<file path="src/rtl/ftg_pkg.sv">
// Package for the Fresnel transfer generator: shared widths, register codes,
// the CORDIC stage record and the arctangent table. No dependencies.
`timescale 1ns / 1ps
`default_nettype none

package ftg_pkg;

    // Field and datapath widths.
    localparam int IDX_W      = 12;
    localparam int DIM_W      = 13;
    localparam int COEF_W     = 32;
    localparam int SQ_W       = 2 * IDX_W;
    localparam int PHASE_W    = 32;
    localparam int XY_W       = 33;
    localparam int ANG_W      = 33;
    localparam int OUT_W      = 16;
    localparam int CFG_IDX_W  = 2;
    localparam int CFG_DATA_W = 32;

    // Register indexes on the configuration port.
    localparam logic [CFG_IDX_W-1:0] REG_WIDTH_COLS  = 2'd0;
    localparam logic [CFG_IDX_W-1:0] REG_HEIGHT_ROWS = 2'd1;
    localparam logic [CFG_IDX_W-1:0] REG_COEF_X      = 2'd2;
    localparam logic [CFG_IDX_W-1:0] REG_COEF_Y      = 2'd3;

    // Reset values of the registers.
    localparam logic [DIM_W-1:0]  DIM_RESET  = 13'd1024;
    localparam logic [COEF_W-1:0] COEF_RESET = 32'd0;

    // CORDIC constants: gain-corrected 1.0 in Q2.30 and the rounding half (half a Q1.15 step) in Q2.30.
    localparam int ATAN_ENTRIES = 24;
    localparam logic signed [XY_W-1:0] CORDIC_X0 = 33'sd652032874;
    localparam logic signed [XY_W:0]   ROUND_HALF = 34'sd16384;
    localparam logic signed [XY_W-15:0] Q15_POS_MAX = 19'sd32767;
    localparam logic signed [XY_W-15:0] Q15_NEG_MAX = -19'sd32767;

    // Arctangent of 2^-i in units of 2^-32 turn.
    localparam logic [ANG_W-1:0] ATAN_TURNS [0:ATAN_ENTRIES-1] = '{
        33'd536870912, 33'd316933406, 33'd167458907, 33'd85004756,
        33'd42667331,  33'd21354465,  33'd10679838,  33'd5340245,
        33'd2670163,   33'd1335087,   33'd667544,    33'd333772,
        33'd166886,    33'd83443,     33'd41722,     33'd20861,
        33'd10430,     33'd5215,      33'd2608,      33'd1304,
        33'd652,       33'd326,       33'd163,       33'd81
    };

    // Rotation vector, residual angle and half-turn flag carried between stages.
    typedef struct packed {
        logic signed [XY_W-1:0]  x;
        logic signed [XY_W-1:0]  y;
        logic signed [ANG_W-1:0] ang;
        logic                    flip;
    } cordic_t;

endpackage : ftg_pkg

`default_nettype wire

</file>
<file path="src/rtl/ftg_cordic_stage.sv">
// One registered CORDIC rotation stage with its own valid bit.
// Depends on ftg_pkg for the stage record and the arctangent table.
`timescale 1ns / 1ps
`default_nettype none

module ftg_cordic_stage #(
    parameter int STAGE_IDX = 0
) (
    input  wire logic              aclk,
    input  wire logic              aresetn,
    input  wire logic              in_valid,
    output logic                   in_ready,
    input  wire ftg_pkg::cordic_t  in_data,
    output logic                   out_valid,
    input  wire logic              out_ready,
    output ftg_pkg::cordic_t       out_data
);
    import ftg_pkg::*;

    logic                    valid_reg;
    cordic_t                 data_reg;
    cordic_t                 data_next;
    logic signed [XY_W-1:0]  xs, ys;

    assign in_ready = !valid_reg || out_ready;

    // Rotate toward zero residual angle; arithmetic shifts round down.
    always_comb begin
        xs             = in_data.x >>> STAGE_IDX;
        ys             = in_data.y >>> STAGE_IDX;
        data_next.flip = in_data.flip;
        if (!in_data.ang[ANG_W-1]) begin
            data_next.x   = in_data.x - ys;
            data_next.y   = in_data.y + xs;
            data_next.ang = in_data.ang - $signed(ATAN_TURNS[STAGE_IDX]);
        end else begin
            data_next.x   = in_data.x + ys;
            data_next.y   = in_data.y - xs;
            data_next.ang = in_data.ang + $signed(ATAN_TURNS[STAGE_IDX]);
        end
    end

    always_ff @(posedge aclk) begin
        if (!aresetn) begin
            valid_reg <= 1'b0;
        end else if (in_ready) begin
            valid_reg <= in_valid;
        end
    end

    always_ff @(posedge aclk) begin
        if (in_ready) begin
            data_reg <= data_next;
        end
    end

    assign out_valid = valid_reg;
    assign out_data  = data_reg;

endmodule : ftg_cordic_stage

`default_nettype wire

</file>
<file path="config.mk">
export PLATFORM = sky130hd
export DESIGN_NAME = ftg_cordic_stage
export DESIGN_NICKNAME = d
export VERILOG_FILES = /design/src/rtl/ftg_pkg.sv /design/src/rtl/ftg_cordic_stage.sv
export SDC_FILE = /design/constraint.sdc
export NUM_CORES = 1
export LEC_CHECK = 0
export BUFFER_PORTS_ARGS = -buffer_cell sky130_fd_sc_hd__buf_2
export CORE_MARGIN = 2
export CORE_UTILIZATION = 56
export DETAILED_ROUTE_END_ITERATION = 10
export PLACE_DENSITY = 0.88
export SLEW_MARGIN = 20
export SYNTH_ARGS = -nofsm -noshare
export SYNTH_HDL_FRONTEND = slang
export SYNTH_SLANG_ARGS = --single-unit
</file>
<file path="constraint.sdc">
create_clock -name aclk -period 3.7 [get_ports aclk]
set_clock_uncertainty 0.1 [all_clocks]
set_input_delay 0.185 -clock aclk [delete_from_list [all_inputs] [get_ports aclk]]
set_output_delay 0.185 -clock aclk [all_outputs]
set_load 0.005 [all_outputs]
</file>
* Word level (Yosys, flattened, before mapping)
Index checks and enable logic that the tools add are counted.
** Word-level totals
- Register bits :: 101
- Input port bits :: 104
- Word-level logic and storage cells :: 13
** Cells by class
- Add/subtract/negate cells :: 5
- Mux-type cells :: 1
- Reductions and logical operators :: 2
** Operators by type and width (count)
- $mux 99 :: 1
- $sub 33x33->33 :: 2
- $add 33x31->33 const B :: 1
- $add 33x33->33 :: 1
- $sub 33x31->33 const B :: 1
- $logic_not 1->1 :: 1
- $logic_or 1x1->1 :: 1

* Longest topological paths before layout
- Depth after elaboration :: 2
- Depth in mapped cells :: 13
- Mapped depth without buffers :: 13

* Worst setup path before layout
No wires, ideal clock.
- Path type :: input to register
- Start point :: input out_ready
- End point :: register valid_reg (netlist: out_valid)
- Library setup time :: 264 ps
- Arrival :: 2940 ps
- Required time :: 3336 ps
- Path slack :: 396 ps
- Stages :: 2
- Cells stage by stage :: nand2b_1 > a21boi_0
** Between the ends
- Cells in the longest elaborated chain, start to end :: 1
** RTL lines
- from (decl) :: RTL line ftg_cordic_stage.sv:15 : input wire logic out_ready,
- $logic_or 1x1->1 :: RTL line ftg_cordic_stage.sv:25 : assign in_ready = !valid_reg || out_ready;
- to (signal assigned) :: RTL line ftg_cordic_stage.sv:47 : valid_reg <= in_valid;
- to (decl) :: RTL line ftg_cordic_stage.sv:20 : logic valid_reg;
No other way between the ends.
A chain may end at the register's enable or synchronous reset.

==> impl_metrics.py <==
metrics = {
    "finish": {
        "most_frequent_cells_in_the_layout": "205 x sky130_fd_sc_hd__buf_2, 106 x sky130_fd_sc_hd__a21oi_1, 100 x sky130_fd_sc_hd__inv_1",
        "layout-drive-gt1-share_pct": 23.1,
        "syn2layout_area_growth_pct": 21.8,
        "layout.cell_area.non_filler_um2": 10600,
        "insertedDiodeCount": 0,
        "nNetsFinal": 1403,
        "instances_no_fill": 1390,
        "layout_commonest_cell": "sky130_fd_sc_hd__buf_2",
        "layout.core_utilization_pct": 69.9,
    },
    "synthesis": {
        "number_of_enable_type_register_cells_in_the_synthesized_netlist": 99,
        "async_flop_share_pct": 0,
        "share_of_synthesized_area_occupied_by_flip_flops_and_latches_pct": 34.3,
        "netlist_area_um2": 8720,
        "yosysWarningCount": 0,
        "ys_seq_elements": 100,
        "mapped_avg_cell_area_um2": 9.01,
        "synth_flop_cell": "sky130_fd_sc_hd__edfxtp_1",
        "synth.net_count": 1174,
        "synthCells": 968,
        "netlist-cell-type-count": 77,
    },
    "sta": {
        "grt_setup_unrepaired": "no",
        "slew_headroom_pct": 35.0,
        "timing.final.hold_violations": 0,
        "max_slew.worst_pin.slew_ps": 974,
        "setup-violations-final": 0,
        "max_freq_ghz": 0.309,
        "drv_slew": 0,
        "minimum_setup_slack_in_the_final_design_ps": 466,
        "layout_min_cycle_time_ps": 3230,
        "post-route-period-util_pct": 87.4,
        "timing.hold.ws_ps": 21.5,
        "final_total_negative_setup_slack_ps": 0,
    },
    "clock_network": {
        "tritoncts_num_sinks": 100,
        "clk_pin_slew_ps": 70,
        "cts.repair_timing.setup_buffer_count": 0,
        "ctsLongestPathBuffers": 2,
        "count_of_h_tree_levels_built_during_cts": 3,
        "clkLatencyLatePin_ps": 350,
        "ctsRootBufferMaster": "sky130_fd_sc_hd__clkbuf_16",
        "cts_made_buffers": 9,
        "tritoncts": "built",
    },
    "critical_path": {
        "worst-r2r-setup-slack_ps": 1800,
        "rr_endpoint": "out_valid",
        "reg2reg_from": "out_valid",
        "end_kind": "flop",
        "critPathMaxFanout": 12,
        "timing.setup.critical_path_class": "primary input to flop",
        "cp.arrival_ps": 3230,
        "worst_ep_required_time_ps": 3700,
        "crit_path_start_kind": "primary input",
        "reg2regPathDepth": 3,
    },
    "placed_design": {
        "detailedPlace.worstSlack_ps": 184,
        "post_dp_cell_area_um2": 9980,
        "detailedPlacementHpwl_um": 20500,
        "finalWeightedCongestion": 1.00,
        "placement.io_buffers": 205,
        "placed_cells_incl_taps": 1342,
    },
    "worst_hold_path": {
        "holdPathStages": 2,
        "worstHoldEndpoint": "out_data[30]",
        "hold_path.startpoint": "in_data[30]",
        "hp-class": "primary input to flop",
    },
    "power": {
        "net-switching-power_mw": 1.36,
        "report.power.total_mw": 4.04,
        "seq_power_share_pct": 38.8,
        "p_leak_nw": 4.88,
        "power.internal_mw": 2.68,
        "switching_share_pct": 33.6,
        "power.share.combinational_pct": 35.2,
        "ir_drop_worst_case_vdd_v": 0.000254,
        "power.clock.fraction_pct": 26.0,
        "powerDensity_nw_per_um2": 380,
    },
    "detailed_routing": {
        "totalWireLength_um": 26900,
        "drt_iter0_markers": 1089,
        "route.detailed.wl_per_inst_um": 19.3,
        "via_count": 8371,
        "drc": 0,
        "postRouteAntennaNets": 0,
        "detailedRoute.firstPassIterationCount": 6,
        "route.detailed.vias_per_inst": 6.02,
    },
    "die": {
        "design.portCount": 206,
        "die_area_um2": 16600,
        "floorplan.die.height_um": 129,
        "placement_rows": 45,
        "floorplan.initialDensity_pct": 57.4,
        "floorplan.core_area_um2": 15200,
        "horizontal_extent_of_the_die_um": 129,
    },
    "global_routing": {
        "grt_start_max_net_pins": 92,
        "global_route_overflow": 0,
        "first_global_vias": 7721,
        "grt.total_usage_pct": 31.6,
        "number_of_antenna_violations_at_the_first_check_in_global_routing": 0,
        "grt_first_pass_wirelength_um": 41100,
    },
    "run_status": {
        "outcome": "finished, final reports clean",
    },
    "run": {
        "drv_cap": 0,
    },
}
[synth_stat cells, types with 4 or more instances]
cell type	count	area share [%]
sky130_fd_sc_hd__clkinv_1	4	0.17
sky130_fd_sc_hd__nor2b_1	13	0.93
sky130_fd_sc_hd__o21a_1	6	0.52
sky130_fd_sc_hd__xor2_1	6	0.60
sky130_fd_sc_hd__nand3_1	14	0.80
sky130_fd_sc_hd__a221oi_2	5	0.86
sky130_fd_sc_hd__buf_2	13	0.75
sky130_fd_sc_hd__nor3_1	18	1.0
sky130_fd_sc_hd__clkbuf_1	15	0.65
sky130_fd_sc_hd__ha_1	98	14
sky130_fd_sc_hd__buf_4	4	0.34
sky130_fd_sc_hd__a21boi_0	5	0.43
sky130_fd_sc_hd__a211oi_1	5	0.43
sky130_fd_sc_hd__nand2b_1	9	0.65
sky130_fd_sc_hd__nor2_1	92	4.0
sky130_fd_sc_hd__o21ai_0	46	2.6
sky130_fd_sc_hd__nand2_1	47	2.0
sky130_fd_sc_hd__inv_1	100	4.3
sky130_fd_sc_hd__nor4_1	5	0.36
sky130_fd_sc_hd__a31oi_1	6	0.43
sky130_fd_sc_hd__o31ai_1	9	0.77
sky130_fd_sc_hd__and2_1	6	0.43
sky130_fd_sc_hd__o21ai_1	16	0.92
sky130_fd_sc_hd__mux2i_1	13	1.5
sky130_fd_sc_hd__buf_1	12	0.52
sky130_fd_sc_hd__a21oi_1	106	6.1
sky130_fd_sc_hd__xnor2_1	58	5.8
sky130_fd_sc_hd__and3_1	9	0.65
sky130_fd_sc_hd__o21bai_1	16	1.4
sky130_fd_sc_hd__nand4_1	9	0.65
sky130_fd_sc_hd__o211ai_1	8	0.69
sky130_fd_sc_hd__fa_1	4	0.92
sky130_fd_sc_hd__a21o_1	18	1.5
sky130_fd_sc_hd__nand3b_1	4	0.34
sky130_fd_sc_hd__edfxtp_1	99	34
[layout make-up]
type / count / area (µm²)
Multi-Input combinational cell: 716 / 5130
Fill cell: 1209 / 4580
Sequential cell: 100 / 2990
Timing Repair Buffer: 263 / 1540
Inverter: 107 / 402
Tap cell: 188 / 235
Clock buffer: 10 / 229
Clock inverter: 6 / 96.3
[critical path, cell delays in order]
cell                        delay (ps)
sky130_fd_sc_hd__buf_2             110
sky130_fd_sc_hd__inv_1              40
sky130_fd_sc_hd__ha_1              500
sky130_fd_sc_hd__and2_4            260
sky130_fd_sc_hd__a221oi_4          340
sky130_fd_sc_hd__a21oi_2           120
sky130_fd_sc_hd__o21ai_2           190
sky130_fd_sc_hd__a31oi_2           210
sky130_fd_sc_hd__a221oi_2          440
sky130_fd_sc_hd__o21ai_1           180
sky130_fd_sc_hd__a2111oi_2         400
sky130_fd_sc_hd__a211oi_1          100
sky130_fd_sc_hd__xor2_1            160
[metal layers]
metal	GRT usage [%]	share of wire, %
met2	49.1	44
met3	7.23	12
met4	10.2	2.8
met5	0	0
met1	43.8	42
[flip-flops by register name, summed over array words and instances (netlist names)]
signal / cells
out_valid: 1
out_data: 99
[power by group through the flow]
| stage | Combinational, mW | Clock [mW] | Sequential [mW] |
|---|---|---|---|
| global route | 1.54 | 1.09 | 1.58 |
| detailed placement | 1.35 | 0 | 1.59 |
| finish | 1.42 | 1.05 | 1.57 |
| floorplan | 0.782 | 0 | 1.60 |
| global placement | 1.33 | 0 | 1.58 |
| CTS | 1.38 | 1.05 | 1.56 |
[repair_timing]
item	4_1_cts	5_1_grt
gates resized for setup	0	0
hold buffers	32	0
endpoints found under the hold margin	31	0
[cell families after synthesis]
group | synth area share [%]
AO/OA/AOI/OAI | 22.6
XOR/XNOR | 6.42
adder cells (fa/ha/maj) | 15.0
buffers and inverters | 6.98
flip-flops | 34.3
multiplexers | 1.49
AND/OR/NAND/NOR | 13.2
[worst max-delay path by stage]
stage,start,endpoint,slack [ps],cells after the start
floorplan,out_ready,out_valid,400,2
global placement,in_data[39],out_data[65],230,13
detailed placement,in_data[39],out_data[65],180,13
CTS,in_data[39],out_data[65],560,13
global route,in_data[39],out_data[65],350,13
finish,in_data[39],out_data[65],470,13
Power figures use the tool's default switching activity.
