[src/rtl/ftg_pkg.sv]
// Package for the Fresnel transfer generator: shared widths, register codes,
// the CORDIC stage record and the arctangent table. No dependencies.
`timescale 1ns / 1ps
`default_nettype none

package ftg_pkg;

    // Field and datapath widths.
    localparam int IDX_W      = 12;
    localparam int DIM_W      = 13;
    localparam int COEF_W     = 32;
    localparam int SQ_W       = 2 * IDX_W;
    localparam int PHASE_W    = 32;
    localparam int XY_W       = 33;
    localparam int ANG_W      = 33;
    localparam int OUT_W      = 16;
    localparam int CFG_IDX_W  = 2;
    localparam int CFG_DATA_W = 32;

    // Register indexes on the configuration port.
    localparam logic [CFG_IDX_W-1:0] REG_WIDTH_COLS  = 2'd0;
    localparam logic [CFG_IDX_W-1:0] REG_HEIGHT_ROWS = 2'd1;
    localparam logic [CFG_IDX_W-1:0] REG_COEF_X      = 2'd2;
    localparam logic [CFG_IDX_W-1:0] REG_COEF_Y      = 2'd3;

    // Reset values of the registers.
    localparam logic [DIM_W-1:0]  DIM_RESET  = 13'd1024;
    localparam logic [COEF_W-1:0] COEF_RESET = 32'd0;

    // CORDIC constants: gain-corrected 1.0 in Q2.30 and the rounding half (half a Q1.15 step) in Q2.30.
    localparam int ATAN_ENTRIES = 24;
    localparam logic signed [XY_W-1:0] CORDIC_X0 = 33'sd652032874;
    localparam logic signed [XY_W:0]   ROUND_HALF = 34'sd16384;
    localparam logic signed [XY_W-15:0] Q15_POS_MAX = 19'sd32767;
    localparam logic signed [XY_W-15:0] Q15_NEG_MAX = -19'sd32767;

    // Arctangent of 2^-i in units of 2^-32 turn.
    localparam logic [ANG_W-1:0] ATAN_TURNS [0:ATAN_ENTRIES-1] = '{
        33'd536870912, 33'd316933406, 33'd167458907, 33'd85004756,
        33'd42667331,  33'd21354465,  33'd10679838,  33'd5340245,
        33'd2670163,   33'd1335087,   33'd667544,    33'd333772,
        33'd166886,    33'd83443,     33'd41722,     33'd20861,
        33'd10430,     33'd5215,      33'd2608,      33'd1304,
        33'd652,       33'd326,       33'd163,       33'd81
    };

    // Rotation vector, residual angle and half-turn flag carried between stages.
    typedef struct packed {
        logic signed [XY_W-1:0]  x;
        logic signed [XY_W-1:0]  y;
        logic signed [ANG_W-1:0] ang;
        logic                    flip;
    } cordic_t;

endpackage : ftg_pkg

`default_nettype wire

[src/rtl/ftg_phase.sv]
// Phase front end: centre offsets, squares, coefficient products and the
// folded CORDIC start record, in four register stages. Depends on ftg_pkg.
`timescale 1ns / 1ps
`default_nettype none

module ftg_phase (
    input  wire logic                        aclk,
    input  wire logic                        aresetn,
    input  wire logic                        in_valid,
    output logic                             in_ready,
    input  wire logic [ftg_pkg::IDX_W-1:0]   col_index,
    input  wire logic [ftg_pkg::IDX_W-1:0]   row_index,
    input  wire logic [ftg_pkg::DIM_W-1:0]   width_cols,
    input  wire logic [ftg_pkg::DIM_W-1:0]   height_rows,
    input  wire logic [ftg_pkg::COEF_W-1:0]  coef_x_turns,
    input  wire logic [ftg_pkg::COEF_W-1:0]  coef_y_turns,
    output logic                             out_valid,
    input  wire logic                        out_ready,
    output ftg_pkg::cordic_t                 out_data
);
    import ftg_pkg::*;

    logic                     v1_reg, v2_reg, v3_reg, v4_reg;
    logic                     en1, en2, en3, en4;
    logic [IDX_W-1:0]         adx_reg, ady_reg;
    logic [SQ_W-1:0]          sqx_reg, sqy_reg;
    logic [PHASE_W-1:0]       px_reg, py_reg;
    cordic_t                  start_reg;

    logic signed [DIM_W-1:0]  dx, dy;
    logic [IDX_W-1:0]         adx_next, ady_next;
    logic [PHASE_W-1:0]       prodx, prody;
    logic [PHASE_W-1:0]       phase;
    cordic_t                  start_next;

    // Each stage moves when it is empty or its successor takes its request.
    assign en4      = !v4_reg || out_ready;
    assign en3      = !v3_reg || en4;
    assign en2      = !v2_reg || en3;
    assign en1      = !v1_reg || en2;
    assign in_ready = en1;

    // Signed offsets from the centre, row axis flipped, then magnitudes.
    always_comb begin
        dx = $signed({1'b0, col_index}) - $signed({1'b0, width_cols[DIM_W-1:1]});
        dy = $signed({1'b0, height_rows[DIM_W-1:1]}) - $signed({1'b0, row_index});
        adx_next = dx[DIM_W-1] ? IDX_W'(-dx) : dx[IDX_W-1:0];
        ady_next = dy[DIM_W-1] ? IDX_W'(-dy) : dy[IDX_W-1:0];
    end

    // Only the low 32 bits of each product matter, since the phase wraps.
    assign prodx = coef_x_turns * PHASE_W'(sqx_reg);
    assign prody = coef_y_turns * PHASE_W'(sqy_reg);

    // Negate the sum and fold it into the range of a quarter turn either side of zero.
    always_comb begin
        phase            = PHASE_W'(0) - (px_reg + py_reg);
        start_next.x     = CORDIC_X0;
        start_next.y     = '0;
        start_next.flip  = phase[PHASE_W-1] ^ phase[PHASE_W-2];
        if (start_next.flip) begin
            start_next.ang = ANG_W'($signed({~phase[PHASE_W-1], phase[PHASE_W-2:0]}));
        end else begin
            start_next.ang = ANG_W'($signed(phase));
        end
    end

    // Valid bits.
    always_ff @(posedge aclk) begin
        if (!aresetn) begin
            v1_reg <= 1'b0;
            v2_reg <= 1'b0;
            v3_reg <= 1'b0;
            v4_reg <= 1'b0;
        end else begin
            if (en1) v1_reg <= in_valid;
            if (en2) v2_reg <= v1_reg;
            if (en3) v3_reg <= v2_reg;
            if (en4) v4_reg <= v3_reg;
        end
    end

    // Payload stages.
    always_ff @(posedge aclk) begin
        if (en1) begin
            adx_reg <= adx_next;
            ady_reg <= ady_next;
        end
        if (en2) begin
            sqx_reg <= {{IDX_W{1'b0}}, adx_reg} * {{IDX_W{1'b0}}, adx_reg};
            sqy_reg <= {{IDX_W{1'b0}}, ady_reg} * {{IDX_W{1'b0}}, ady_reg};
        end
        if (en3) begin
            px_reg <= prodx;
            py_reg <= prody;
        end
        if (en4) begin
            start_reg <= start_next;
        end
    end

    assign out_valid = v4_reg;
    assign out_data  = start_reg;

endmodule : ftg_phase

`default_nettype wire

[config.mk]
export PLATFORM = sky130hd
export DESIGN_NAME = ftg_phase
export DESIGN_NICKNAME = d
export VERILOG_FILES = /design/src/rtl/ftg_pkg.sv /design/src/rtl/ftg_phase.sv
export SDC_FILE = /design/constraint.sdc
export NUM_CORES = 2
export LEC_CHECK = 0
export BUFFER_PORTS_ARGS = -buffer_cell sky130_fd_sc_hd__buf_2
export CORE_ASPECT_RATIO = 2
export CORE_UTILIZATION = 45
export DETAILED_ROUTE_END_ITERATION = 16
export HOLD_SLACK_MARGIN = 0.03
export MAX_ROUTING_LAYER = met4
export SLEW_MARGIN = 20
export SYNTH_ARGS = -nofsm -noshare
export SYNTH_HDL_FRONTEND = slang
export SYNTH_SLANG_ARGS = --single-unit
[constraint.sdc]
create_clock -name aclk -period 9.05 [get_ports aclk]
set_input_delay 0.4525 -clock aclk [delete_from_list [all_inputs] [get_ports aclk]]
set_output_delay 0.4525 -clock aclk [all_outputs]
set_load 0.05 [all_outputs]
== Yosys cells after proc, flatten, opt, wreduce, memory -nomap -nowiden ==
Cells that the tools add are included.

* Input bits: 118
* Logic and storage cells: 35
* Flip-flop bits (word level): 174
* Output and inout bits: 102

* $add $sub $neg: 6
* Bitwise gates (word level): 2
* Reduce and logical (&&, ||, !) cells: 8
* Multipliers: 4
* Muxes and demuxes: 3

{| class="wikitable"
|+ Operators by type and width
! operator !! count
|-
| $mul A32 B24 Y32 || 2
|-
| $mul A12 B12 Y24 || 2
|-
| $mux W33 || 1
|-
| $add A32 B32 Y32 || 1
|-
| $sub A1 B32 Y32 const A || 1
|-
| $sub A12 B12 Y13 || 2
|-
| $mux W12 || 2
|-
| $neg A12 Y12 || 2
|-
| $logic_not A1 Y1 || 4
|-
| $logic_or A1 B1 Y1 || 4
|-
| $not A1 Y1 || 1
|-
| $xor A1 B1 Y1 || 1
|}

== Logic depth before layout (Yosys ltp) ==
* Depth in word-level cells: 5
* Mapped depth: 26
* Depth with buffers taken out: 24

== Worst setup path before layout ==
Ideal clock, no wire load.

* Path kind: input port to flip-flop
* From: input port coef_y_turns[11] in the netlist's numbering
* To: register py_reg[30], data pin
* Slack: 2.184 ns
* Path buffers: 2
* Cell stages on the path: 22
* Data arrival time: 6.689 ns
* Setup time: 0.176 ns
* Required time: 8.874 ns
* Path through: clkbuf_1 > clkbuf_1 > and2_1 > fa_1 > fa_1 > inv_1 > fa_1 > fa_1 > inv_1 > fa_1 > fa_1 > inv_1 > fa_1 > inv_1 > ha_1 > and3_1 > a221oi_1 > o21ai_0 > o41a_1 > a311o_1 > and2_1 > o311ai_2

* Cells in the longest elaborated chain, start to end: 1

{| class="wikitable"
|+ RTL lines
! item !! RTL line !! text
|-
| start: declaration || ftg_phase.sv:16 || <nowiki>input wire logic [ftg_pkg::COEF_W-1:0] coef_y_turns,</nowiki>
|-
| $mul A32 B24 Y32 || ftg_phase.sv:53 || <nowiki>assign prody = coef_y_turns * PHASE_W'(sqy_reg);</nowiki>
|-
| named net prody[30] || ftg_phase.sv:32 || <nowiki>logic [PHASE_W-1:0] prodx, prody;</nowiki>
|-
| end signal: assignment || ftg_phase.sv:95 || <nowiki>py_reg <= prody;</nowiki>
|-
| end: declaration || ftg_phase.sv:27 || <nowiki>logic [PHASE_W-1:0] px_reg, py_reg;</nowiki>
|}

The timed path passes the listed nets, and every way through them passes these cells.
A chain may end at the register's enable or synchronous reset.

== Final worst setup path ==
* From: register sqy_reg[4]
* To: register py_reg[30], data pin

* Cells in the longest elaborated chain, start to end: 1

{| class="wikitable"
|+ RTL lines
! item !! RTL line !! text
|-
| start: declaration || ftg_phase.sv:26 || <nowiki>logic [SQ_W-1:0] sqx_reg, sqy_reg;</nowiki>
|-
| start signal: assignment || ftg_phase.sv:91 || <nowiki>sqy_reg <= {{IDX_W{1'b0}}, ady_reg} * {{IDX_W{1'b0}}, ady_reg};</nowiki>
|-
| $mul A32 B24 Y32 || ftg_phase.sv:53 ||
|-
| named net prody[30] || ftg_phase.sv:32 ||
|}

The timed path passes the listed nets, and every way through them passes these cells.

==> metrics.md <==
| Metric | Value |
|---|---|
| DR pass1 iterations | `5` |
| Largest net degree at the start of global routing | `65` |
| Post-synth cell types | `72` |
| Delay-heaviest family, CP | `adder cells` |
| Maxcap violations | `0` |
| Overflow after GRT | `0` |
| Final TNS setup | `0 ps` |
| Area added between synthesis and finish | `5.188%` |
| Min Clock Period, post-route | `7664 ps` |
| DRT antenna net count | `0` |
| DRT iter0 DRCs | `1,451` |
| Placed Area | `47,250 sq um` |
| WHS | `191.2 ps` |
| EDFF count, synth | `167` |
| Required @ worst endpoint | `9380 ps` |
| Yosys reg bits | `171` |
| Worst Path Buf+Inv | `5` |
| Initial antenna violation count | `9` |
| Layout cells sized above 1 | `5.060%` |
| Die ar. | `102,400 sq um` |
| Reg-to-reg setup timing slack | `1390 ps` |
| Area leader, netlist | `fa_1` |
| Vias | `32.41k` |
| Post-layout nets | `6,387` |
| Slowest cell on the critical path | `edfxtp_1` |
| GRT Overall Usage | `26.12%` |
| Max Clock Skew | `14.96 ps` |
| Hold-fix buffers at CTS | `0` |
| Slew Viols, Final | `0` |
| Max Fanout on Critical Path | `10` |
| Outcome | `completed` |
| Top cell type's share of synthesized area | `38.88%` |
| Reg2reg start | `sqy_reg[4]` |
| DRC | `0` |
| Die W | `226.8 um` |
| Vias in the first global route | `36.34k` |
| Dominant synthesized flop cell | `edfxtp_1` |
| Root buffer cell | `clkbuf_16` |
| Core area | `99,930 sq um` |
| Slew HR | `33.31%` |
| Post-DP HPWL | `98,490 um` |
| Critical Path Start | `sqy_reg[4]` |
| Mean Syn Cell Area | `9.245 sq um` |
| Critical-path cell list | `buf_4 > and2_1 > fa_1 > inv_1 > fa_1 > fa_1 > fa_1 > inv_1 > fa_1 > fa_1 > inv_1 > fa_1 > inv_1 > ha_1 > and3_1 > a221oi_1 > o21ai_0 > o41a_1 > a311o_1 > and2_1 > o311ai_2` |
| Number of flip-flops under the largest register name | `33` |
| CTS resizes | `0` |
| Final setup fails | `0` |
| RSZ-0062 raised after global routing | `no` |
| Wirelength per Cell | `19.44 um` |
| Maximum clock rate | `0.1305 GHz` |
| Mapped Cells | `4,918` |
| RePlAce Congestion | `0.9333` |
| Period utilization | `84.69%` |
| Starting Density | `45.50%` |
| Post-synthesis sequential area ratio | `11.21%` |
| H-tree depth | `4` |
| First-pass GRT wire length | `193,500 um` |
| Post-CTS Setup Bufs | `0` |
| Worst skew pair latency | `510 ps` |
| Setup crit end kind | `register` |
| Drt via density | `5.150` |
| Clock Sinks | `171` |
| Synth top area cells | `fa_1 39%, ha_1 12%, edfxtp_1 11%, inv_1 10%, and2_1 8.6%` |
| Die Ht | `451.5 um` |
| Final Hold Viols | `0` |
| Finished Cell Area | `47,820 sq um` |
| Cell mode on critical path | `fa_1` |
| Clock transition at path regs | `80 ps` |
| CTS tree | `done` |
| FFs w/ async S/R, synth | `0%` |
| CTS Buffer Depth | `2` |
| Synth Cell Area | `45,460 sq um` |
| HP Start | `in_valid` |
| CTS Buf Count | `17` |
| Worst-margin pin slew | `1000 ps` |
| I/O pins | `220` |
| Crit Path Category | `register to register` |
| Final wirelength | `122,300 um` |
| Site row count | `164` |
| Worst Hold Class | `input port to register` |
| Critical path arrival | `7990 ps` |
| Slowest stage delay, CP | `690 ps` |
| Crit start category | `register` |
| Synth warn | `0` |
| Port Buffer Count | `151` |
| Fill count | `9,776` |
## layout by cell type (no fill, tap or decap), drive strengths merged, types with 60 or more instances in the layout
cell type	n
fa	883
nor2	100
xor2	60
inv	1253
conb	68
ha	439
and2	626
buf	188
o21ai	65
edfxtp	167
nand2	475
a21oi	117
xnor2	185
## synthesized netlist by cell type, drive strengths merged, types with 3 or more instances
library cell / n
a211o: 4
a211oi: 15
a21boi: 6
a21o: 40
a21oi: 117
a221oi: 3
a311oi: 5
a31oi: 9
and2: 626
and3: 10
buf: 69
clkbuf: 175
dfxtp: 4
edfxtp: 167
fa: 883
ha: 439
inv: 1247
mux2: 4
nand2: 475
nand2b: 19
nand3: 23
nand4: 8
nor2: 100
nor2b: 24
nor3: 22
nor3b: 5
nor4: 7
o211ai: 10
o21a: 17
o21ai: 65
o21bai: 9
o31ai: 8
o41ai: 3
or2: 9
or3: 15
xnor2: 185
xor2: 60
## worst reg2reg max path: cells and delay by family, from the launching register on
kind	cells	cell delay, ps
buf+inv	5	520
simple gates	3	540
compound gates	5	1920
flops	1	690
fa+ha+maj	8	3800
## logic make-up after synthesis
logic type               Yosys count  synth area share [%]
AO/OA/AOI/OAI                    334                 4.786
XOR/XNOR                         245                 4.736
adder cells (fa/ha/maj)         1322                 50.96
buffers and inverters           1491                 12.87
flip-flops                       171                 11.21
multiplexers                       5                0.1211
other                              2               0.01652
AND/OR/NAND/NOR                 1348                 15.31
## worst paths after layout
| check | cells after the start | endpoint |
|---|---|---|
| worst max-delay path | 21 | py_reg[30] |
| worst min-delay path | 3 | v1_reg |
| worst max register to register | 21 | py_reg[30] |
| worst min register to register | 2 | v3_reg |
## stage by stage
step	util (%)	worst slack (ps)	instances
6_report	47.86	1386	6293
2_1_floorplan	-	2184	4984
5_1_grt	47.86	1061	6293
4_1_cts	47.84	1377	6288
3_3_place_gp	47.28	1403	6256
3_5_place_dp	47.28	1364	6256
## per-layer routing
layer	vias to the layer above	track usage (%)	part of all wire [%]
met5	-	-	0
met4	0	15.34	6.7
met3	425	3.233	4.6
met2	1001	48.86	55
met1	16498	25.21	34
li1	14483	-	-
## final cells by class
class / count / area (sq um) / area share, %
Multi-Input combinational cell: 3322 / 34780 / 72.72
Sequential cell: 171 / 5095 / 10.65
Inverter: 1247 / 4681 / 9.788
Tap cell: 1328 / 1662 / 3.474
Timing Repair Buffer: 188 / 1033 / 2.161
Clock buffer: 19 / 432.9 / 0.9052
Clock inverter: 13 / 131.4 / 0.2747
Antenna cell: 5 / 12.51 / 0.02616
Power is left out: the tool's default activity adds up to more than one toggle a clock period on the data nets, which glitch-free logic cannot reach.
