### src/rtl/ftg_pkg.sv
// Package for the Fresnel transfer generator: shared widths, register codes,
// the CORDIC stage record and the arctangent table. No dependencies.
`timescale 1ns / 1ps
`default_nettype none

package ftg_pkg;

    // Field and datapath widths.
    localparam int IDX_W      = 12;
    localparam int DIM_W      = 13;
    localparam int COEF_W     = 32;
    localparam int SQ_W       = 2 * IDX_W;
    localparam int PHASE_W    = 32;
    localparam int XY_W       = 33;
    localparam int ANG_W      = 33;
    localparam int OUT_W      = 16;
    localparam int CFG_IDX_W  = 2;
    localparam int CFG_DATA_W = 32;

    // Register indexes on the configuration port.
    localparam logic [CFG_IDX_W-1:0] REG_WIDTH_COLS  = 2'd0;
    localparam logic [CFG_IDX_W-1:0] REG_HEIGHT_ROWS = 2'd1;
    localparam logic [CFG_IDX_W-1:0] REG_COEF_X      = 2'd2;
    localparam logic [CFG_IDX_W-1:0] REG_COEF_Y      = 2'd3;

    // Reset values of the registers.
    localparam logic [DIM_W-1:0]  DIM_RESET  = 13'd1024;
    localparam logic [COEF_W-1:0] COEF_RESET = 32'd0;

    // CORDIC constants: gain-corrected 1.0 in Q2.30 and the rounding half (half a Q1.15 step) in Q2.30.
    localparam int ATAN_ENTRIES = 24;
    localparam logic signed [XY_W-1:0] CORDIC_X0 = 33'sd652032874;
    localparam logic signed [XY_W:0]   ROUND_HALF = 34'sd16384;
    localparam logic signed [XY_W-15:0] Q15_POS_MAX = 19'sd32767;
    localparam logic signed [XY_W-15:0] Q15_NEG_MAX = -19'sd32767;

    // Arctangent of 2^-i in units of 2^-32 turn.
    localparam logic [ANG_W-1:0] ATAN_TURNS [0:ATAN_ENTRIES-1] = '{
        33'd536870912, 33'd316933406, 33'd167458907, 33'd85004756,
        33'd42667331,  33'd21354465,  33'd10679838,  33'd5340245,
        33'd2670163,   33'd1335087,   33'd667544,    33'd333772,
        33'd166886,    33'd83443,     33'd41722,     33'd20861,
        33'd10430,     33'd5215,      33'd2608,      33'd1304,
        33'd652,       33'd326,       33'd163,       33'd81
    };

    // Rotation vector, residual angle and half-turn flag carried between stages.
    typedef struct packed {
        logic signed [XY_W-1:0]  x;
        logic signed [XY_W-1:0]  y;
        logic signed [ANG_W-1:0] ang;
        logic                    flip;
    } cordic_t;

endpackage : ftg_pkg

`default_nettype wire

### src/rtl/ftg_round.sv
// Output stage: rounds Q2.30 to Q1.15, saturates, applies the half-turn flip
// and holds the result register. Depends on ftg_pkg.
`timescale 1ns / 1ps
`default_nettype none

module ftg_round (
    input  wire logic                        aclk,
    input  wire logic                        aresetn,
    input  wire logic                        in_valid,
    output logic                             in_ready,
    input  wire ftg_pkg::cordic_t            in_data,
    output logic                             out_valid,
    input  wire logic                        out_ready,
    output logic signed [ftg_pkg::OUT_W-1:0] cos_value,
    output logic signed [ftg_pkg::OUT_W-1:0] sin_value
);
    import ftg_pkg::*;

    logic                     valid_reg;
    logic signed [OUT_W-1:0]  cos_reg, sin_reg;
    logic signed [OUT_W-1:0]  cos_next, sin_next;

    // Round half up and clamp to the symmetric Q1.15 range.
    function automatic logic signed [OUT_W-1:0] to_q15(input logic signed [XY_W-1:0] v);
        logic signed [XY_W:0]    rsum;
        logic signed [XY_W-15:0] q;
        logic signed [OUT_W-1:0] r;
        rsum = $signed({v[XY_W-1], v}) + ROUND_HALF;
        q    = rsum[XY_W:15];
        if (q > Q15_POS_MAX) begin
            r = Q15_POS_MAX[OUT_W-1:0];
        end else if (q < Q15_NEG_MAX) begin
            r = Q15_NEG_MAX[OUT_W-1:0];
        end else begin
            r = q[OUT_W-1:0];
        end
        return r;
    endfunction

    assign in_ready = !valid_reg || out_ready;

    // Negate both parts when the angle was folded by half a turn.
    always_comb begin
        cos_next = to_q15(in_data.x);
        sin_next = to_q15(in_data.y);
        if (in_data.flip) begin
            cos_next = -cos_next;
            sin_next = -sin_next;
        end
    end

    always_ff @(posedge aclk) begin
        if (!aresetn) begin
            valid_reg <= 1'b0;
        end else if (in_ready) begin
            valid_reg <= in_valid;
        end
    end

    always_ff @(posedge aclk) begin
        if (in_ready) begin
            cos_reg <= cos_next;
            sin_reg <= sin_next;
        end
    end

    assign out_valid = valid_reg;
    assign cos_value = cos_reg;
    assign sin_value = sin_reg;

endmodule : ftg_round

`default_nettype wire
### config.mk
export PLATFORM = sky130hd
export DESIGN_NAME = ftg_round
export DESIGN_NICKNAME = d
export VERILOG_FILES = /design/src/rtl/ftg_pkg.sv /design/src/rtl/ftg_round.sv
export SDC_FILE = /design/constraint.sdc
export NUM_CORES = 1
export LEC_CHECK = 0
export BUFFER_PORTS_ARGS = -buffer_cell sky130_fd_sc_hd__buf_4
export CORE_MARGIN = 5
export CORE_UTILIZATION = 46
export DETAILED_ROUTE_END_ITERATION = 8
export PLACE_DENSITY = 0.81
export SYNTH_ARGS = -nofsm -noshare
export SYNTH_HDL_FRONTEND = slang
export SYNTH_SLANG_ARGS = --single-unit
### constraint.sdc
create_clock -name aclk -period 3.65 [get_ports aclk]
set_input_delay 0.1825 -clock aclk [delete_from_list [all_inputs] [get_ports aclk]]
set_output_delay 0.1825 -clock aclk [all_outputs]
set_load 0.005 [all_outputs]
* Word level (Yosys, flattened, before mapping) *
Index checks and enable logic that the tools add are counted.

operators by class
  $add $sub $neg = 4
  magnitude comparators = 4
  mux-type cells = 6
  reductions and logical operators = 2

operators by type and width
  operator                                                                 count
  16-bit two-way mux                                                       6
  33-bit by 16-bit adder with 34-bit output (second input constant)        2
  19-bit by 16-bit > comparator with 1-bit output (second input constant)  2
  19-bit by 16-bit < comparator with 1-bit output (second input constant)  2
  16-bit negation                                                          2
  1-bit logical NOT                                                        1
  1-bit logical OR                                                         1

storage, ports and cells
  flip-flop bits (word level) = 33
  bits of input ports = 104
  output and inout port bits = 34
  word-level logic and storage cells = 19

* Longest topological paths before layout *
Gate-level depths: netlist of the first run.

  depth after elaboration = 6
  mapped depth = 18
  gate-level depth less buffers = 14

* Worst setup path before layout of the first run *
No wires, ideal clock.

  path type = input-to-reg
  from = in in_data[87] in the netlist's numbering
  to = reg cos_reg[12], in the netlist cos_value[12], data pin
  setup time = 0.261 ns
  data arrival time = 3.182 ns
  data required time = 3.389 ns
  setup slack = 0.207 ns
  stages = 14
  path buffers = 2
  cells stage by stage = buf_2 -> nand4_2 -> buf_2 -> or4_1 -> mux2i_1 -> o211ai_1 -> o31ai_2 -> or3_1 -> inv_1 -> ha_1 -> o311ai_0 -> nor3_1 -> a2bb2oi_1 -> o22ai_1

between the ends
  cells in the longest elaborated chain, start to end = 6

RTL lines
  element                                          RTL line         text
  start: declaration                               ftg_round.sv:11  input wire ftg_pkg::cordic_t in_data,
  33-bit by 16-bit adder with 34-bit output *      ftg_round.sv:28  rsum = $signed({v[XY_W-1], v}) + ROUND_HALF;
  19-bit by 16-bit < comparator with 1-bit output  ftg_round.sv:32  end else if (q < Q15_NEG_MAX) begin
  16-bit two-way mux                               ftg_round.sv:32
  16-bit two-way mux *                             ftg_round.sv:30  if (q > Q15_POS_MAX) begin
  16-bit negation                                  ftg_round.sv:47  cos_next = -cos_next;
  16-bit two-way mux *                             ftg_round.sv:46  if (in_data.flip) begin
  via cos_next[12]                                 ftg_round.sv:21  logic signed [OUT_W-1:0] cos_next, sin_next;
  end signal: assignment                           ftg_round.sv:62  cos_reg <= cos_next;
  end: declaration                                 ftg_round.sv:20  logic signed [OUT_W-1:0] cos_reg, sin_reg;

Mark *: on every way through the listed nets, which the timed path passes. The rest lies on a longest branch.
A chain may end at the register's enable or synchronous reset.

* Worst setup path after layout of the first run *
  from = in in_data[48] in the netlist's numbering
  to = reg sin_reg[4], in the netlist sin_value[4], data pin

between the ends
  cells in the longest elaborated chain, start to end = 6

RTL lines
  element                                          RTL line         text
  33-bit by 16-bit adder with 34-bit output *      ftg_round.sv:28
  19-bit by 16-bit < comparator with 1-bit output  ftg_round.sv:32
  16-bit two-way mux                               ftg_round.sv:32
  16-bit two-way mux *                             ftg_round.sv:30
  16-bit negation                                  ftg_round.sv:48  sin_next = -sin_next;
  16-bit two-way mux *                             ftg_round.sv:46
  via sin_next[4]                                  ftg_round.sv:21
  end signal: assignment                           ftg_round.sv:63  sin_reg <= sin_next;
  end: declaration                                 ftg_round.sv:20

Marks and branches as above.

==> summary.md, run 1 <==
| Metric | Value |
|---|---|
| Hold Vio Cnt, Final | `0` |
| Maximum fanout along the worst path | `10` |
| Final setup violation count | `0` |
| Synth top cells by count | `nor2_1, nand2_1, edfxtp_1, xnor2_1, nand3_1` |
| Mapped Cells | `457` |
| Port bufs | `76` |
| CTS Buffer Depth | `2` |
| Final antenna-violating net count | `0` |
| Clock slew at the register clock pins of the worst setup and hold paths | `about 0.06 ns` |
| Layout cells sized above 1 | `a little over a quarter` |
| DR vias | `between 3000 and 4000` |
| GR Util All Layers | `about a fifth` |
| Top-count cell post-synth | `nor2_1` |
| Vias in the first global route | `roughly 3300` |
| Grt ovf | `0` |
| Outcome | `complete, no violations` |
| Initial antenna violation count | `0` |
| Final period utilization | `about 95%` |
| Setup WS post-layout | `around 0.19 ns` |
| Synth top area cells | `edfxtp_1, xnor2_1, nor2_1, nand2_1, nand3_1` |
| CP startpoint kind | `input port` |
| Area grow syn2layout | `22.8%` |
| CTS sink cnt | `33` |
| Setup TNS | `0 ns` |
| R2R setup slack | `between 2 and 3 ns` |
| Die ar. | `about 0.01 mm2` |
| Drt first pass iters | `5` |
| Max-cap violation count | `0` |
| CP max stage cell | `or4b_1` |
| Syn Std Cell Area | `0.00372 mm2` |
| Layout fillers | `slightly below 700` |
| Tmin final | `3.46 ns` |
| Final Util | `between 50% and 60%` |
| Distinct cell type count after synthesis | `slightly above 80` |
| YS warnings | `0` |
| Arr. time, crit path | `roughly 3.6 ns` |
| Max-Slew Margin vs Limit | `66.4%` |
| Leakage Power | `about 1.7 nW` |
| TritonCTS clock tree | `yes` |
| Synth Flop Type | `edfxtp_1` |
| RSZ-0062 raised after global routing | `no` |
| DP HPWL | `about 8000 um` |
| IO Count | `138` |
| Sequential Area | `981 um2` |
| Setup crit end kind | `flop` |
| DRT Wirelength | `about 9900 um` |
| Fmax | `roughly 290 MHz` |
| Crit path cell chain | `buf_4 > ha_1 > buf_4 > and3_4 > nor3_1 > nor3_1 > or2_1 > or4b_1 > o31a_4 > a21oi_1 > ha_2 > o21ai_0 > a32o_1 > a221oi_2` |
| Area leader, netlist | `edfxtp_1` |
| CP max stage delay | `0.64 ns` |
| Area of the multi-input gates | `0.00249 mm2` |
| Max Slew Vio Count | `0` |
| Ys async rst share | `0%` |
| Largest net degree at the start of global routing | `39` |
| Starting DRT DRC Count | `about 240` |
| Worst hold-check path type | `input port to flop` |
| Initial core utilization | `47.6%` |
| CTS H-tree lvls | `2` |
| Pwr/cell area | `around 260 mW/mm2` |
| Synthesized area per cell | `8.14 um2` |
| Required time of the critical path | `~3.8 ns` |
| Number of synthesized flops with an enable pin | `32` |
| Design area | `0.00457 mm2` |
| GPL Wtd Cong | `0.901` |
| Post-synth top area share | `between 20 and 30%` |
| Total CTS buffers | `5` |
| Worst clock skew | `about 0.0064 ns` |
| Worst Setup Path Type | `input port to flop` |
| Clock Root Buffer | `clkbuf_8` |
| Tightest Pin Transition | `a little over 0.5 ns` |
| Seq cells post-synth | `33` |
| Worst skew pair latency | `0.28 ns` |
| Via/cell ratio | `5.99` |
| Synthesized net count | `565` |
| Rows | `32` |
| First-pass GRT wire length | `about 16000 um` |
| Fin nets | `643` |
| Wire length per cell | `~16 um` |
| Core area | `between 0.007 and 0.008 mm2` |
| Die H | `approximately 100 um` |
| Die Wd | `roughly 100 um` |
| Antenna cells | `0` |
| Residual DRC | `0` |
| Cell Area, Placed | `around 0.0045 mm2` |
| Maximum vdd drop | `0.135 mV` |
| Place WS | `-0.0856 ns` |
| Seq/Total Area, Yosys | `26.4%` |
final timing paths:
check	from	endpoint	depth (start not counted)
worst max register to register	out_valid$_SDFFE_PN0P_	cos_value[6]$_DFFE_PP_	2
worst min-delay path	in_valid	out_valid$_SDFFE_PN0P_	3
worst min register to register	out_valid$_SDFFE_PN0P_	sin_value[13]$_DFFE_PP_	2
worst max-delay path	in_data[48]	sin_value[4]$_DFFE_PP_	14
flip-flops by register name (all words and copies together) (netlist names):
name	count
out_valid	1
sin_value	16
cos_value	16
cells in the final DEF, fill, tap and decap left out, types with 11 or more instances in the layout:
| master | Yosys | final |
|---|---|---|
| a21oi_1 | 22 | 22 |
| buf_4 | 1 | 110 |
| nor3_1 | 16 | 16 |
| xor2_1 | 14 | 14 |
| edfxtp_1 | 32 | 32 |
| nor2_1 | 39 | 39 |
| o21ai_0 | 25 | 25 |
| nand2_1 | 35 | 35 |
| nand3_1 | 26 | 26 |
| xnor2_1 | 30 | 30 |
| inv_1 | 11 | 11 |
area by class of cell:
class	count	share of cell area, %
Multi-Input combinational cell	374	54.5
Inverter	11	0.904
Timing Repair Buffer	110	18.1
Sequential cell	33	21.5
Clock buffer	7	2.11
Tap cell	102	2.79
Clock inverter	1	0.110
cells by family (layout without fill, tap and decap cells):
kind of cell | Yosys count | count (layout) | share of synthesized area [%]
AND/OR/NAND/NOR | 200 | 200 | 30.6
AO/OA/AOI/OAI | 120 | 120 | 23.0
buffers and inverters | 50 | 129 | 6.70
XOR/XNOR | 44 | 44 | 10.4
flip-flops | 33 | 33 | 26.4
multiplexers | 6 | 6 | 1.65
adder cells (fa/ha/maj) | 4 | 4 | 1.35
critical path: cells and delay by family:
kind                     cells  cell delay (ns)
AND/OR/NAND/NOR              5             1.32
buffers and inverters        2             0.26
adder cells (fa/ha/maj)      2             0.57
AO/OA/AOI/OAI                5             1.21
routing by layer:
layer | up-vias | share of wire, % | track usage, %
met4 | 0 | 1.5 | 6.51
met2 | 191 | 44 | 28.2
met3 | 13 | 8.4 | 2.57
met1 | 1732 | 46 | 28.7
met5 | - | 0 | 0
li1 | 1884 | - | -
through the flow:
stage / std cells / power [mW] / hold WS [ns]
after floorplan: 457 / 0.727 / 0.321
after global placement: 630 / 0.897 / 0.451
after detailed placement: 630 / 0.909 / 0.485
after CTS: 638 / 1.21 / 0.185
after global routing: 638 / 1.26 / 0.192
final: 638 / 1.20 / 0.178
what timing repair did:
action	CTS	global route
hold buffers	0	0
gates resized for setup	0	1
setup endpoints to repair	0	2
buffers inserted	0	0
power by group:
group	total (mW)	internal [mW]	switching, mW
registers	0.487	0.474	0.0129
clock network	0.296	0.170	0.125
logic	0.418	0.198	0.220
Power figures use the tool's default switching activity.
==> inputs of run 2 (changes only) <==
- CTS_BUF_LIST: default -> sky130_fd_sc_hd__clkbuf_16
==> summary.md, run 2 (synthesis gave the netlist of run 1 again) <==
| Metric | Value |
|---|---|
| Outcome | `complete, no violations (unchanged)` |
| Antenna cells | `0 (unchanged)` |
| Layout cells sized above 1 | `26.5% (was 26.9%)` |
| RSZ-0062 raised after global routing | `no (unchanged)` |
| Clock slew at the register clock pins of the worst setup and hold paths | `0.05 ns (was 0.06 ns)` |
| Die H | `99.9 um (unchanged)` |
| DR vias | `3853 (was 3820)` |
| Pwr/cell area | `281 mW/mm2 (was 263 mW/mm2)` |
| Most frequent cells in the layout | `buf_4, nor2_1, nand2_1 (unchanged)` |
| Hold Vio Cnt, Final | `0 (unchanged)` |
| Via/cell ratio | `6.04 (was 5.99)` |
| Fin nets | `643 (unchanged)` |
| GPL Wtd Cong | `0.901 (unchanged)` |
| Total power | `1.29 mW (was 1.20 mW)` |
| Maximum fanout along the worst path | `10 (unchanged)` |
| Commonest non-fill, non-tap cell in the layout | `buf_4 (unchanged)` |
| Worst skew pair latency | `0.28 ns (about the same)` |
| GR Util All Layers | `19.5% (was 19.2%)` |
| Inst Count DP | `630 (unchanged)` |
| Core area | `0.00781 mm2 (unchanged)` |
| Grt ovf | `0 (unchanged)` |
| Fmax | `293 MHz (was 289 MHz)` |
| CP max stage delay | `0.64 ns (about the same)` |
| Tmin final | `3.41 ns (was 3.46 ns)` |
| Worst Setup Path Type | `input port to flop (unchanged)` |
| Wire length per cell | `15.6 um (was 15.5 um)` |
| Residual DRC | `0 (unchanged)` |
| Leakage Power | `1.75 nW (was 1.73 nW)` |
| Final period utilization | `93.5% (was 94.7%)` |
| Total CTS buffers | `5 (unchanged)` |
| Worst clock skew | `0.00473 ns (was 0.00636 ns)` |
| Maximum vdd drop | `0.190 mV (was 0.135 mV)` |
| Area grow syn2layout | `23.8% (was 22.8%)` |
| Post-route insts no fill | `638 (unchanged)` |
| Vias in the first global route | `3356 (was 3304)` |
| Die Wd | `99.9 um (unchanged)` |
| Max-cap violation count | `0 (unchanged)` |
| Worst hold-check path type | `input port to flop (unchanged)` |
| Final antenna-violating net count | `0 (unchanged)` |
| Crit path cell chain | `buf_4 > ha_1 > buf_4 > and3_4 > nor3_1 > nor3_1 > or2_1 > or4b_1 > o31a_4 > a21oi_1 > ha_2 > o21ai_0 > a32o_1 > a221oi_2 (unchanged)` |
| Final setup violation count | `0 (unchanged)` |
| Tightest Pin Transition | `0.512 ns (was 0.503 ns)` |
| Max-Slew Margin vs Limit | `65.7% (was 66.4%)` |
| Initial core utilization | `47.6% (unchanged)` |
| Postcts setup bufs | `0 (unchanged)` |
| CTS sink cnt | `33 (unchanged)` |
| Largest net degree at the start of global routing | `39 (unchanged)` |
| Drt first pass iters | `5 (unchanged)` |
| Die ar. | `0.00998 mm2 (unchanged)` |
| Clock Root Buffer | `clkbuf_16 (was clkbuf_8)` |
| Port bufs | `76 (unchanged)` |
| Setup crit end kind | `flop (unchanged)` |
| CTS Buffer Depth | `2 (unchanged)` |
| Max Slew Vio Count | `0 (unchanged)` |
| Arr. time, crit path | `3.50 ns (was 3.55 ns)` |
| CTS H-tree lvls | `2 (unchanged)` |
| CP max stage cell | `or4b_1 (unchanged)` |
| Initial antenna violation count | `0 (unchanged)` |
| Rows | `32 (unchanged)` |
| TritonCTS clock tree | `yes (unchanged)` |
| Starting DRT DRC Count | `243 (was 238)` |
| DP HPWL | `7960 um (unchanged)` |
| IO Count | `138 (unchanged)` |
| Layout fillers | `694 (was 695)` |
| First-pass GRT wire length | `16200 um (was 15900 um)` |
| Required time of the critical path | `3.74 ns (was 3.75 ns)` |
| DRT Wirelength | `9980 um (was 9890 um)` |
| CP startpoint kind | `input port (unchanged)` |
## run 2: area by class of cell
class,instances,area [um2],share of cell area (%)
Clock buffer,5,125,2.72
Clock inverter,3,12.5,0.272
Inverter,11,41.3,0.897
Multi-Input combinational cell,374,2490,54.1
Sequential cell,33,981,21.3
Tap cell,102,128,2.77
Timing Repair Buffer,110,826,17.9
## run 2: metal layers
| metal | GRT usage [%] | vias up | wire (um) |
|---|---|---|---|
| li1 | - | 1890 | - |
| met1 | 28.9 | 1742 | 4530 |
| met2 | 28.8 | 210 | 4430 |
| met3 | 2.64 | 11 | 879 |
| met4 | 6.93 | 0 | 141 |
| met5 | 0 | - | 0 |
## run 2: final timing paths
check / slack, ns / end / cells past startpoint / from
max: 0.24 / sin_value[4]$_DFFE_PP_ / 14 / in_data[48]
max reg2reg: 2.54 / cos_value[6]$_DFFE_PP_ / 2 / out_valid$_SDFFE_PN0P_
min: 0.19 / out_valid$_SDFFE_PN0P_ / 3 / in_valid
min reg2reg: 0.89 / sin_value[13]$_DFFE_PP_ / 2 / out_valid$_SDFFE_PN0P_
## run 2: power breakdown
part / internal, mW / switching (mW)
clock: 0.246 / 0.140
sequential: 0.475 / 0.0129
combinational: 0.198 / 0.222
total: 0.918 / 0.375
## run 2: worst max-delay path: cells and delay by family
kind / cells / cell delay (ns)
AOI/OAI and AO/OA: 5 / 1.19
adders and majority gates: 2 / 0.56
buffers and inverters: 2 / 0.26
and+or+nand+nor: 5 / 1.30
## run 2: stage by stage
| stage | hold WS (ns) | TNS, ns | worst slack, ns | instance area, um2 | utilization, % |
|---|---|---|---|---|---|
| 4_1_cts | 0.198 | 0 | 0.194 | 4600 | 58.9 |
| 3_3_place_gp | 0.451 | -0.00837 | -0.00837 | 4460 | 57.2 |
| 2_1_floorplan | 0.321 | 0 | 0.207 | 3720 | - |
| 5_1_grt | 0.208 | 0 | 0.0308 | 4600 | 59.0 |
| 6_report | 0.186 | 0 | 0.237 | 4600 | 59.0 |
| 3_5_place_dp | 0.485 | -0.219 | -0.0856 | 4460 | 57.2 |
## run 2: timing repair
item | CTS | global route
resized for setup | 0 | 1
endpoints found under the setup margin | 0 | 3
hold buffers | 0 | 0
==> inputs of run 3 (changes only) <==
- CORE_MARGIN: 5 -> 3
==> summary.md, run 3 (synthesis gave the netlist of run 1 again) <==
| Metric | Value |
|---|---|
| Crit path cell chain | `buf_4 > nand4_2 > or4_1 > nor4b_2 > o211ai_1 > o31a_1 > a21oi_1 > ha_1 > o311ai_0 > nor3_2 > a2bb2oi_1 > o22ai_1 (was buf_4 > ha_1 > buf_4 > and3_4 > nor3_1 > nor3_1 > or2_1 > or4b_1 > o31a_4 > a21oi_1 > ha_2 > o21ai_0 > a32o_1 > a221oi_2)` |
| Largest net degree at the start of global routing | `39 (unchanged)` |
| Maximum vdd drop | `0.166 mV (was 0.190 mV)` |
| GR Util All Layers | `21.5% (was 19.5%)` |
| Clock slew at the register clock pins of the worst setup and hold paths | `0.05 ns (about the same)` |
| Arr. time, crit path | `3.36 ns (was 3.50 ns)` |
| Setup WS post-layout | `0.312 ns (was 0.237 ns)` |
| Post-route insts no fill | `643 (was 638)` |
| Commonest non-fill, non-tap cell in the layout | `buf_4 (unchanged)` |
| Antenna cells | `0 (unchanged)` |
| Pwr/cell area | `277 mW/mm2 (was 281 mW/mm2)` |
| Cell Area, Placed | `0.00450 mm2 (was 0.00446 mm2)` |
| Inst Count DP | `635 (was 630)` |
| Die H | `95.9 um (was 99.9 um)` |
| Max-cap violation count | `0 (unchanged)` |
| Total power | `1.29 mW (about the same)` |
| TritonCTS clock tree | `yes (unchanged)` |
| Hold Vio Cnt, Final | `0 (unchanged)` |
| Layout cells sized above 1 | `28.1% (was 26.5%)` |
| Via/cell ratio | `6.09 (was 6.04)` |
| CTS H-tree lvls | `2 (unchanged)` |
| Outcome | `complete, no violations (unchanged)` |
| Design area | `0.00467 mm2 (was 0.00460 mm2)` |
| Final setup violation count | `0 (unchanged)` |
| Hold path depth | `3 (unchanged)` |
| Worst clock skew | `0.00688 ns (was 0.00473 ns)` |
| Vias in the first global route | `3386 (was 3356)` |
| Worst Setup Path Type | `input port to flop (unchanged)` |
| Buf/Inv on CP | `1 (was 2)` |
| Tightest Pin Transition | `0.612 ns (was 0.512 ns)` |
| Area grow syn2layout | `25.6% (was 23.8%)` |
| Final period utilization | `91.5% (was 93.5%)` |
| Rows | `32 (unchanged)` |
| Critical path depth | `12 (was 14)` |
| Required time of the critical path | `3.67 ns (was 3.74 ns)` |
| Die Wd | `95.9 um (was 99.9 um)` |
| Die ar. | `0.00920 mm2 (was 0.00998 mm2)` |
| Initial core utilization | `47.9% (was 47.6%)` |
| First-pass GRT wire length | `15900 um (was 16200 um)` |
| CP max stage delay | `0.61 ns (was 0.64 ns)` |
| DR vias | `3918 (was 3853)` |
| GPL Wtd Cong | `0.924 (was 0.901)` |
| Starting DRT DRC Count | `321 (was 243)` |
| Most frequent cells in the layout | `buf_4, nor2_1, nand2_1 (unchanged)` |
| Setup crit end kind | `flop (unchanged)` |
| Worst skew pair latency | `0.27 ns (was 0.28 ns)` |
| Place WS | `-0.0863 ns (was -0.0856 ns)` |
| Tmin final | `3.34 ns (was 3.41 ns)` |
| CTS sink cnt | `33 (unchanged)` |
| Cts hold-fix bufs | `0 (unchanged)` |
| Initial antenna violation count | `0 (unchanged)` |
| Port bufs | `76 (unchanged)` |
| Residual DRC | `0 (unchanged)` |
| Max-Slew Margin vs Limit | `58.7% (was 65.7%)` |
| Worst hold margin | `0.176 ns (was 0.186 ns)` |
| Worst hold-check path type | `input port to flop (unchanged)` |
| CP startpoint kind | `input port (unchanged)` |
| Fin nets | `649 (was 643)` |
| Maximum fanout along the worst path | `9 (was 10)` |
| Wire length per cell | `15.7 um (was 15.6 um)` |
| CP max stage cell | `or4_1 (was or4b_1)` |
| CTS Buffer Depth | `2 (unchanged)` |
| RSZ-0062 raised after global routing | `no (unchanged)` |
| Total CTS buffers | `5 (unchanged)` |
| DRT Wirelength | `10100 um (was 9980 um)` |
| Drt first pass iters | `5 (unchanged)` |
| Fmax | `300 MHz (was 293 MHz)` |
| DP HPWL | `7930 um (was 7960 um)` |
| Leakage Power | `1.78 nW (was 1.75 nW)` |
| Max Slew Vio Count | `0 (unchanged)` |
| Clock Root Buffer | `clkbuf_16 (unchanged)` |
| Critical path's top delay family | `simple AND/OR/NAND/NOR gates (unchanged)` |
| Reg2reg path depth | `2 (unchanged)` |
| Final antenna-violating net count | `0 (unchanged)` |
| Core area | `0.00777 mm2 (was 0.00781 mm2)` |
| Grt ovf | `0 (unchanged)` |
| IO Count | `138 (unchanged)` |
-- run 3: worst register-to-register path, cell delays in order (launching register included) --
cell      delay, ns
dfxtp_1        0.31
nand2b_1       0.07
buf_4          0.36
-- run 3: worst paths after layout --
path | start | endpoint | slack, ns
max | in_data[90] | cos_value[12]$_DFFE_PP_ | 0.31
max reg2reg | out_valid$_SDFFE_PN0P_ | cos_value[0]$_DFFE_PP_ | 2.57
min reg2reg | out_valid$_SDFFE_PN0P_ | cos_value[10]$_DFFE_PP_ | 0.85
min | in_valid | out_valid$_SDFFE_PN0P_ | 0.18
-- run 3: cell type report --
cell class              instances  area, um2
clock buffers                   5        125
clock inverters                 2       7.51
fillers                       711       3100
inverters                      11       41.3
multi-input cells             374       2520
flip-flops and latches         33        981
well taps                     102        128
repair buffers                116        868
-- run 3: where the power goes --
part	switching, mW	total, mW	internal [mW]
logic	0.226	0.430	0.205
clock network	0.134	0.376	0.243
registers	0.0121	0.487	0.475
-- run 3: per-stage QoR --
step	setup TNS, ns	util (%)
2_1_floorplan	0	-
3_3_place_gp	-0.0601	58.0
3_5_place_dp	-0.396	58.0
4_1_cts	0	59.7
5_1_grt	0	60.1
6_report	0	60.1
-- run 3: timing repair --
item | 4_1_cts | 5_1_grt
endpoints found under the hold margin | 0 | 0
setup buffers | 0 | 1
gates resized for setup | 0 | 6
endpoints found under the setup margin | 0 | 9
-- run 3: routing by layer --
layer | wire, um | vias to the layer above | global-route usage [%] | share of wire [%]
li1 | - | 1894 | - | -
met1 | 4610 | 1832 | 30.4 | 46
met2 | 4600 | 176 | 35.1 | 46
met3 | 744 | 16 | 2.11 | 7.4
met4 | 143 | 0 | 5.81 | 1.4
met5 | 0 | - | 0 | 0
